`config.mk`:
```
export PLATFORM = sky130hd
export DESIGN_NAME = gost_block_cipher
export DESIGN_NICKNAME = d
export VERILOG_FILES = /design/src/hw/rtl/gost_pkg.sv /design/src/hw/rtl/gost_block_cipher.sv
export SDC_FILE = /design/constraint.sdc
export NUM_CORES = 1
export LEC_CHECK = 0
export BUFFER_PORTS_ARGS = -buffer_cell sky130_fd_sc_hd__buf_2
export CAP_MARGIN = 15
export CORE_MARGIN = 10
export CORE_UTILIZATION = 35
export DETAILED_ROUTE_END_ITERATION = 16
export SYNTH_ARGS = -nofsm -noshare
export SYNTH_HDL_FRONTEND = slang
export SYNTH_SLANG_ARGS = --single-unit
```
`constraint.sdc`:
```
create_clock -name clk -period 8.3 [get_ports clk]
set_input_delay 0.83 -clock clk [delete_from_list [all_inputs] [get_ports clk]]
set_output_delay 0.83 -clock clk [all_outputs]
set_load 0.05 [all_outputs]
```
`src/hw/rtl/gost_pkg.sv`:
```
// gost_pkg: shared constants, request codes and the s-box substitution
// used by the gost block cipher core; no dependencies
`default_nettype none

package gost_pkg;

  localparam int unsigned HalfW   = 32;
  localparam int unsigned BlockW  = 64;
  localparam int unsigned KeyNum  = 8;
  localparam int unsigned KeyIdxW = 3;
  localparam int unsigned RoundW  = 5;
  localparam int unsigned RotAmt  = 11;
  localparam int unsigned ReqW    = 2;

  typedef logic [ReqW-1:0] req_t;

  localparam req_t REQ_ENCRYPT = 2'd0;
  localparam req_t REQ_DECRYPT = 2'd1;
  localparam req_t REQ_MAC     = 2'd2;
  localparam req_t REQ_PASS    = 2'd3;

  localparam logic [RoundW-1:0] LAST_ROUND_FULL = 5'd31;
  localparam logic [RoundW-1:0] LAST_ROUND_MAC  = 5'd15;
  localparam logic [RoundW-1:0] KEY_TURN_ENC    = 5'd24;
  localparam logic [RoundW-1:0] KEY_TURN_DEC    = 5'd8;

  typedef logic [3:0] sbox_row_t [16];
  typedef sbox_row_t  sbox_rom_t [8];

  // first index is the nibble position, second the nibble value
  localparam sbox_rom_t SBOX = '{
    '{4'd4,  4'd10, 4'd9,  4'd2,  4'd13, 4'd8,  4'd0,  4'd14,
      4'd6,  4'd11, 4'd1,  4'd12, 4'd7,  4'd15, 4'd5,  4'd3},
    '{4'd14, 4'd11, 4'd4,  4'd12, 4'd6,  4'd13, 4'd15, 4'd10,
      4'd2,  4'd3,  4'd8,  4'd1,  4'd0,  4'd7,  4'd5,  4'd9},
    '{4'd5,  4'd8,  4'd1,  4'd13, 4'd10, 4'd3,  4'd4,  4'd2,
      4'd14, 4'd15, 4'd12, 4'd7,  4'd6,  4'd0,  4'd9,  4'd11},
    '{4'd7,  4'd13, 4'd10, 4'd1,  4'd0,  4'd8,  4'd9,  4'd15,
      4'd14, 4'd4,  4'd6,  4'd12, 4'd11, 4'd2,  4'd5,  4'd3},
    '{4'd6,  4'd12, 4'd7,  4'd1,  4'd5,  4'd15, 4'd13, 4'd8,
      4'd4,  4'd10, 4'd9,  4'd14, 4'd0,  4'd3,  4'd11, 4'd2},
    '{4'd4,  4'd11, 4'd10, 4'd0,  4'd7,  4'd2,  4'd1,  4'd13,
      4'd3,  4'd6,  4'd8,  4'd5,  4'd9,  4'd12, 4'd15, 4'd14},
    '{4'd13, 4'd11, 4'd4,  4'd1,  4'd3,  4'd15, 4'd5,  4'd9,
      4'd0,  4'd10, 4'd14, 4'd7,  4'd6,  4'd8,  4'd2,  4'd12},
    '{4'd1,  4'd15, 4'd13, 4'd0,  4'd5,  4'd7,  4'd10, 4'd4,
      4'd9,  4'd2,  4'd3,  4'd14, 4'd6,  4'd11, 4'd8,  4'd12}
  };

  // eight independent 4-bit lookups, one per nibble position
  function automatic logic [HalfW-1:0] sbox_sub(input logic [HalfW-1:0] x);
    logic [HalfW-1:0] y;
    y = '0;
    for (int p = 0; p < 8; p++) begin
      y[4*p +: 4] = SBOX[p][x[4*p +: 4]];
    end
    return y;
  endfunction

endpackage

`default_nettype wire

```
`src/hw/rtl/gost_block_cipher.sv`:
```
// gost_block_cipher: ecb encrypt, decrypt and mac transform of one 64-bit block
// depends on gost_pkg for the s-box table and request codes
`default_nettype none

// One request carries a 64-bit block and a request type. A single round unit
// (key add, s-box layer, rotate by 11, xor) is reused once per cycle under a
// round counter, so encrypt and decrypt run 32 rounds and the mac transform
// 16 rounds; request type three skips the rounds and is ready in the cycle
// after it is accepted. The result sits in an output register until taken,
// and the next request is taken after that. The user must write the eight
// key words through the cfg port while the core is idle; it is not checked.
module gost_block_cipher (
  input  wire logic                                 clk,
  input  wire logic                                 rst,
  input  wire logic                                 in_valid,
  output logic                                      in_ready,
  input  wire logic [gost_pkg::ReqW-1:0]            req_type,
  input  wire logic [gost_pkg::BlockW-1:0]          block_in,
  output logic                                      out_valid,
  input  wire logic                                 out_ready,
  output logic [gost_pkg::BlockW-1:0]               block_out,
  input  wire logic                                 cfg_we,
  input  wire logic [gost_pkg::KeyIdxW-1:0]         cfg_index,
  input  wire logic [gost_pkg::HalfW-1:0]           cfg_data
);

  localparam logic [1:0] ST_IDLE = 2'd0;
  localparam logic [1:0] ST_RUN  = 2'd1;
  localparam logic [1:0] ST_OUT  = 2'd2;

  logic [1:0]                         state, state_next;
  logic [gost_pkg::RoundW-1:0]        round, round_next;
  gost_pkg::req_t                     req;
  logic [gost_pkg::HalfW-1:0]         n1, n2;
  logic [gost_pkg::HalfW-1:0]         key [gost_pkg::KeyNum];

  logic [gost_pkg::KeyIdxW-1:0]       key_sel;
  logic [gost_pkg::HalfW-1:0]         sum, sub, rot, n1_new;
  logic                               last_round;
  logic                               in_fire, out_fire;

  assign in_ready  = (state == ST_IDLE);
  assign out_valid = (state == ST_OUT);
  assign in_fire   = in_valid && in_ready;
  assign out_fire  = out_valid && out_ready;
  assign block_out = {n2, n1};

  // key word order: forward, or reversed after the turn point
  always_comb begin
    unique case (req)
      gost_pkg::REQ_ENCRYPT:
        key_sel = (round < gost_pkg::KEY_TURN_ENC) ? round[2:0] : ~round[2:0];
      gost_pkg::REQ_DECRYPT:
        key_sel = (round < gost_pkg::KEY_TURN_DEC) ? round[2:0] : ~round[2:0];
      default:
        key_sel = round[2:0];
    endcase
  end

  assign last_round = (req == gost_pkg::REQ_MAC) ? (round == gost_pkg::LAST_ROUND_MAC)
                                                 : (round == gost_pkg::LAST_ROUND_FULL);

  // shared round unit
  assign sum    = n1 + key[key_sel];
  assign sub    = gost_pkg::sbox_sub(sum);
  assign rot    = {sub[gost_pkg::HalfW-gost_pkg::RotAmt-1:0],
                   sub[gost_pkg::HalfW-1:gost_pkg::HalfW-gost_pkg::RotAmt]};
  assign n1_new = rot ^ n2;

  always_comb begin
    state_next = state;
    round_next = round;
    unique case (state)
      ST_IDLE: begin
        if (in_fire) begin
          round_next = '0;
          state_next = (req_type == gost_pkg::REQ_PASS) ? ST_OUT : ST_RUN;
        end
      end
      ST_RUN: begin
        round_next = round + 1'b1;
        if (last_round) begin
          state_next = ST_OUT;
          round_next = '0;
        end
      end
      ST_OUT: begin
        if (out_fire) state_next = ST_IDLE;
      end
      default: state_next = ST_IDLE;
    endcase
  end

  always_ff @(posedge clk) begin
    if (rst) begin
      state <= ST_IDLE;
      round <= '0;
    end else begin
      state <= state_next;
      round <= round_next;
    end
  end

  always_ff @(posedge clk) begin
    if (rst) begin
      for (int i = 0; i < gost_pkg::KeyNum; i++) key[i] <= '0;
    end else if (cfg_we) begin
      key[cfg_index] <= cfg_data;
    end
  end

  always_ff @(posedge clk) begin
    if (in_fire) begin
      req <= req_type;
      n1  <= block_in[gost_pkg::HalfW-1:0];
      n2  <= block_in[gost_pkg::BlockW-1:gost_pkg::HalfW];
    end else if (state == ST_RUN) begin
      // final round of encrypt and decrypt leaves the halves unswapped
      if (last_round && req != gost_pkg::REQ_MAC) begin
        n1 <= n1;
        n2 <= n1_new;
      end else begin
        n1 <= n1_new;
        n2 <= n1;
      end
    end
  end

  a_ready_out_excl: assert property (@(posedge clk) disable iff (rst)
    !(in_ready && out_valid))
    else $error("input ready while a result is pending");

  a_round_idle: assert property (@(posedge clk) disable iff (rst)
    (state != ST_RUN) |-> (round == '0))
    else $error("round counter not cleared outside a run");

  a_mac_bound: assert property (@(posedge clk) disable iff (rst)
    (state == ST_RUN && req == gost_pkg::REQ_MAC) |-> (round <= gost_pkg::LAST_ROUND_MAC))
    else $error("mac transform ran past its last round");

  a_pass_direct: assert property (@(posedge clk) disable iff (rst)
    (in_fire && req_type == gost_pkg::REQ_PASS) |=> out_valid)
    else $error("pass-through request did not go straight to output");

  a_out_hold: assert property (@(posedge clk) disable iff (rst)
    (out_valid && !out_ready) |=> out_valid && $stable(block_out))
    else $error("result dropped or changed while stalled");

endmodule

`default_nettype wire
```
==> flow_summary.ini <==
[clock_network]
cts_tree = built
postCtsSetupBuffers = 0
cts_resized = 0
cts_hold_buf = 0
h-tree-depth = 2
cts.clk_slew.worst_paths_ns = 0.07
insertion_delay_ns = 0.58
clock-sinks = 329
clockRootBuffer = clkbuf_16
clockBufferDepth = 3
cts-buffers-inserted = 38

[global_route]
grt.total_usage = 0.172
grt_overflow = 0
antenna_found_initial = 10
first_global_vias = 12900
grt_pass1_wl_mm = 82.9
busiest_layer = met2
use_met1 = 0.232
grt_max_degree = 77
grt_util_met2 = 0.272
use_met3 = 0.0378

[timing]
rsz0062_at_grt = false
tns_ns = 0
layout_min_cycle_time_ns = 6.84
fmax_mhz = 146
final_hold_viol_count = 0
fin_skew_ns = 0.0261
final.period_utilization = 0.825
setup_viol_count_final = 0
relSlewSlack = 0.233
worst_pin_slew_ns = 1.15
final-max-slew-violation-count = 0

[critical_path]
arrival_ns = 7.15
path_max_fanout = 32
max_stage_delay_ns = 0.56
cp_cell_sequence = o21ai_1 -> a21o_1 -> xor2_4 -> buf_12 -> mux4_2 -> mux2_2 -> ha_1 -> and3_1 -> a221oi_2 -> o21bai_2 -> a2111oi_4 -> nor2_1 -> o311ai_2 -> inv_1 -> ha_1 -> nand2_1 -> o21ai_0 -> o22ai_1 -> mux2i_1 -> nand3_1
critPathKind = reg2reg
crit_buf_inv = 2
cp-start-kind = register
cp_top_family = compound AO/OA/AOI/OAI gates
endpoint_kind = register
path_common_cell = ha_1
worst_ep_required_time_ns = 8.60
cpMaxStageDelayCell = a21o_1

[place]
dp_cells = 2271
dp.final_hpwl_mm = 36.5
gp_congestion = 0.913
numPortBuffers = 171

[layout]
stdcell_count = 2343
area_delta_synth_final_pct = 16.1
nets = 1806
nFillCells = 4876
drive_gt1_frac = 0.240

[synthesis]
ys_async_sr_fraction = 0
netlist_area_sq_mm = 0.0185
synthFlopType = edfxtp_1
synthDistinctLibCells = 64
ys_seq_area_frac = 0.531
synthCells = 1473
synth_nets = 1656
synth-seq-cells = 329
synth_edf_count = 322
yosys_warnings = 0
syn_avg_cell_area_sq_um = 12.5

[floorplanning]
fp.dieW_microns = 250
fp.dieArea_sq_mm = 0.0623
ioPinCount = 172
fp-row-count = 84
core-area_sq_mm = 0.0524
start_util = 0.352
die_h_microns = 250

[detailed_routing]
vias = 12500
vias_per_cell = 5.36
drc = 0
dr.pass1.iters = 5
drt_iter0_drc = 1003
ant_nets = 0
wl_per_cell_microns = 23.3
wl_mm = 54.6

[flow_run]
maxCapViolations = 0

[power_and_ir_drop]
clockPowerShare = 0.201
powerDensity_mw_per_mm2 = 407
sw_frac_of_total = 0.430
p_comb_frac = 0.524
switchingPower_mw = 3.75
p_seq_frac = 0.275
p_int_mw = 4.97
peakVddDrop_mv = 0.159
p_leak_nw = 8.28

[hold_path]
hp-class = in2reg

[outcome]
outcome = finished clean
## metrics by stage
stage          total power, mW  area (sq um)  setup slack [ns]  utilization  hold WS (ns)
3_3_place_gp              6.88         20200              1.55        0.384         0.505
5_1_grt                   9.30         21400             0.875        0.409         0.470
6_report                  8.72         21400              1.46        0.409         0.469
3_5_place_dp              6.99         20200              1.44        0.384         0.516
2_1_floorplan             5.83         18500              2.14            -         0.484
4_1_cts                   8.76         21400              1.40        0.409         0.442
## worst reg2reg max path, cell delays in order (launching register included)
cell and delay (ns):
edfxtp_1 0.41, o21ai_1 0.14, a21o_1 0.56, xor2_4 0.55
buf_12 0.35, mux4_2 0.59, mux2_2 0.33, ha_1 0.34
and3_1 0.22, a221oi_2 0.39, o21bai_2 0.22, a2111oi_4 0.53
nor2_1 0.15, o311ai_2 0.40, inv_1 0.19, ha_1 0.37
nand2_1 0.08, o21ai_0 0.09, o22ai_1 0.37, mux2i_1 0.23
nand3_1 0.08
## state kept, by name, indices dropped and copies added, names as in the netlist
register	flops
key	256
n1	32
n2	32
round	5
req	2
state	2
## cells by family after synthesis
kind of cell	synth area share
XOR/XNOR	0.0344
adder cells (fa/ha/maj)	0.0526
multiplexers	0.129
buffers and inverters	0.0243
AND/OR/NAND/NOR	0.156
flip-flops	0.531
AO/OA/AOI/OAI	0.0723
## final timing paths
check | slack (ns) | cells after the start | startpoint | endpoint
setup reg to reg | 1.46 | 20 | req[0] | n2[10]
hold / removal | 0.47 | 1 | req_type[1] | req[1]
hold reg to reg | 0.52 | 2 | round[3] | round[3]
setup / recovery | 1.46 | 20 | req[0] | n2[10]
## cells in the mapped netlist (all sizes together), types with 4 or more instances
master | instances | area (sq um)
mux2 | 35 | 394
nand3 | 25 | 125
clkbuf | 76 | 285
or2 | 8 | 50.1
dfxtp | 7 | 140
xor2 | 36 | 315
mux4 | 77 | 1730
o21bai | 7 | 56.3
nor3 | 21 | 105
inv | 39 | 146
ha | 76 | 951
and3 | 22 | 138
a31oi | 10 | 62.6
a21o | 21 | 158
o211ai | 4 | 30.0
xnor2 | 34 | 320
nand2 | 97 | 364
mux2i | 24 | 253
nand4 | 11 | 68.8
edfxtp | 322 | 9670
nor2b | 6 | 37.5
a21oi | 77 | 385
and2 | 262 | 1640
o22ai | 5 | 31.3
buf | 4 | 17.5
o21ai | 54 | 270
nand2b | 8 | 50.1
nor2 | 58 | 218
a211oi | 7 | 57.6
## routing by layer
layer | up-vias | wire length [microns]
li1 | 5715 | -
met1 | 6273 | 24000
met2 | 464 | 25000
met3 | 82 | 4200
met4 | 14 | 1260
met5 | - | 89
## power by group through the flow
stage               Sequential [mW]  Clock (mW)  Combinational (mW)
floorplan                      2.73           0                3.10
global placement               2.43           0                4.46
detailed placement             2.44           0                4.55
CTS                            2.40        1.78                4.58
global route                   2.42        1.84                5.04
finish                         2.40        1.75                4.57
## area by class of cell
cell class | count | area (sq um) | share of cell area
Antenna cell | 4 | 10.0 | 0.000467
Timing Repair Buffer | 190 | 1020 | 0.0477
Tap cell | 688 | 861 | 0.0401
Inverter | 39 | 146 | 0.00683
Multi-Input combinational cell | 1025 | 8320 | 0.388
Sequential cell | 329 | 9810 | 0.457
Clock buffer | 43 | 970 | 0.0452
Clock inverter | 25 | 310 | 0.0145
## layout by cell type, fill, tap and decap left out, types with 10 or more instances in the layout
master     netlist  layout
mux2_2          35      35
a21oi_1         77      77
buf_4            0      17
nand3_1         25      25
clkbuf_16        0      38
inv_1           39      38
buf_2            2     171
and3_1          22      22
edfxtp_1       322     322
and2_1         261     261
a21o_1          21      21
xnor2_1         31      31
ha_1            76      76
nor2_1          58      52
nor3_1          21      19
nand2_1         97      96
o21ai_0         49      48
mux2i_1         23      23
a31oi_1         10      10
nand4_1         11      11
mux4_2          77      77
xor2_1          36      33
Note: power is estimated with default switching activity, not from simulation.
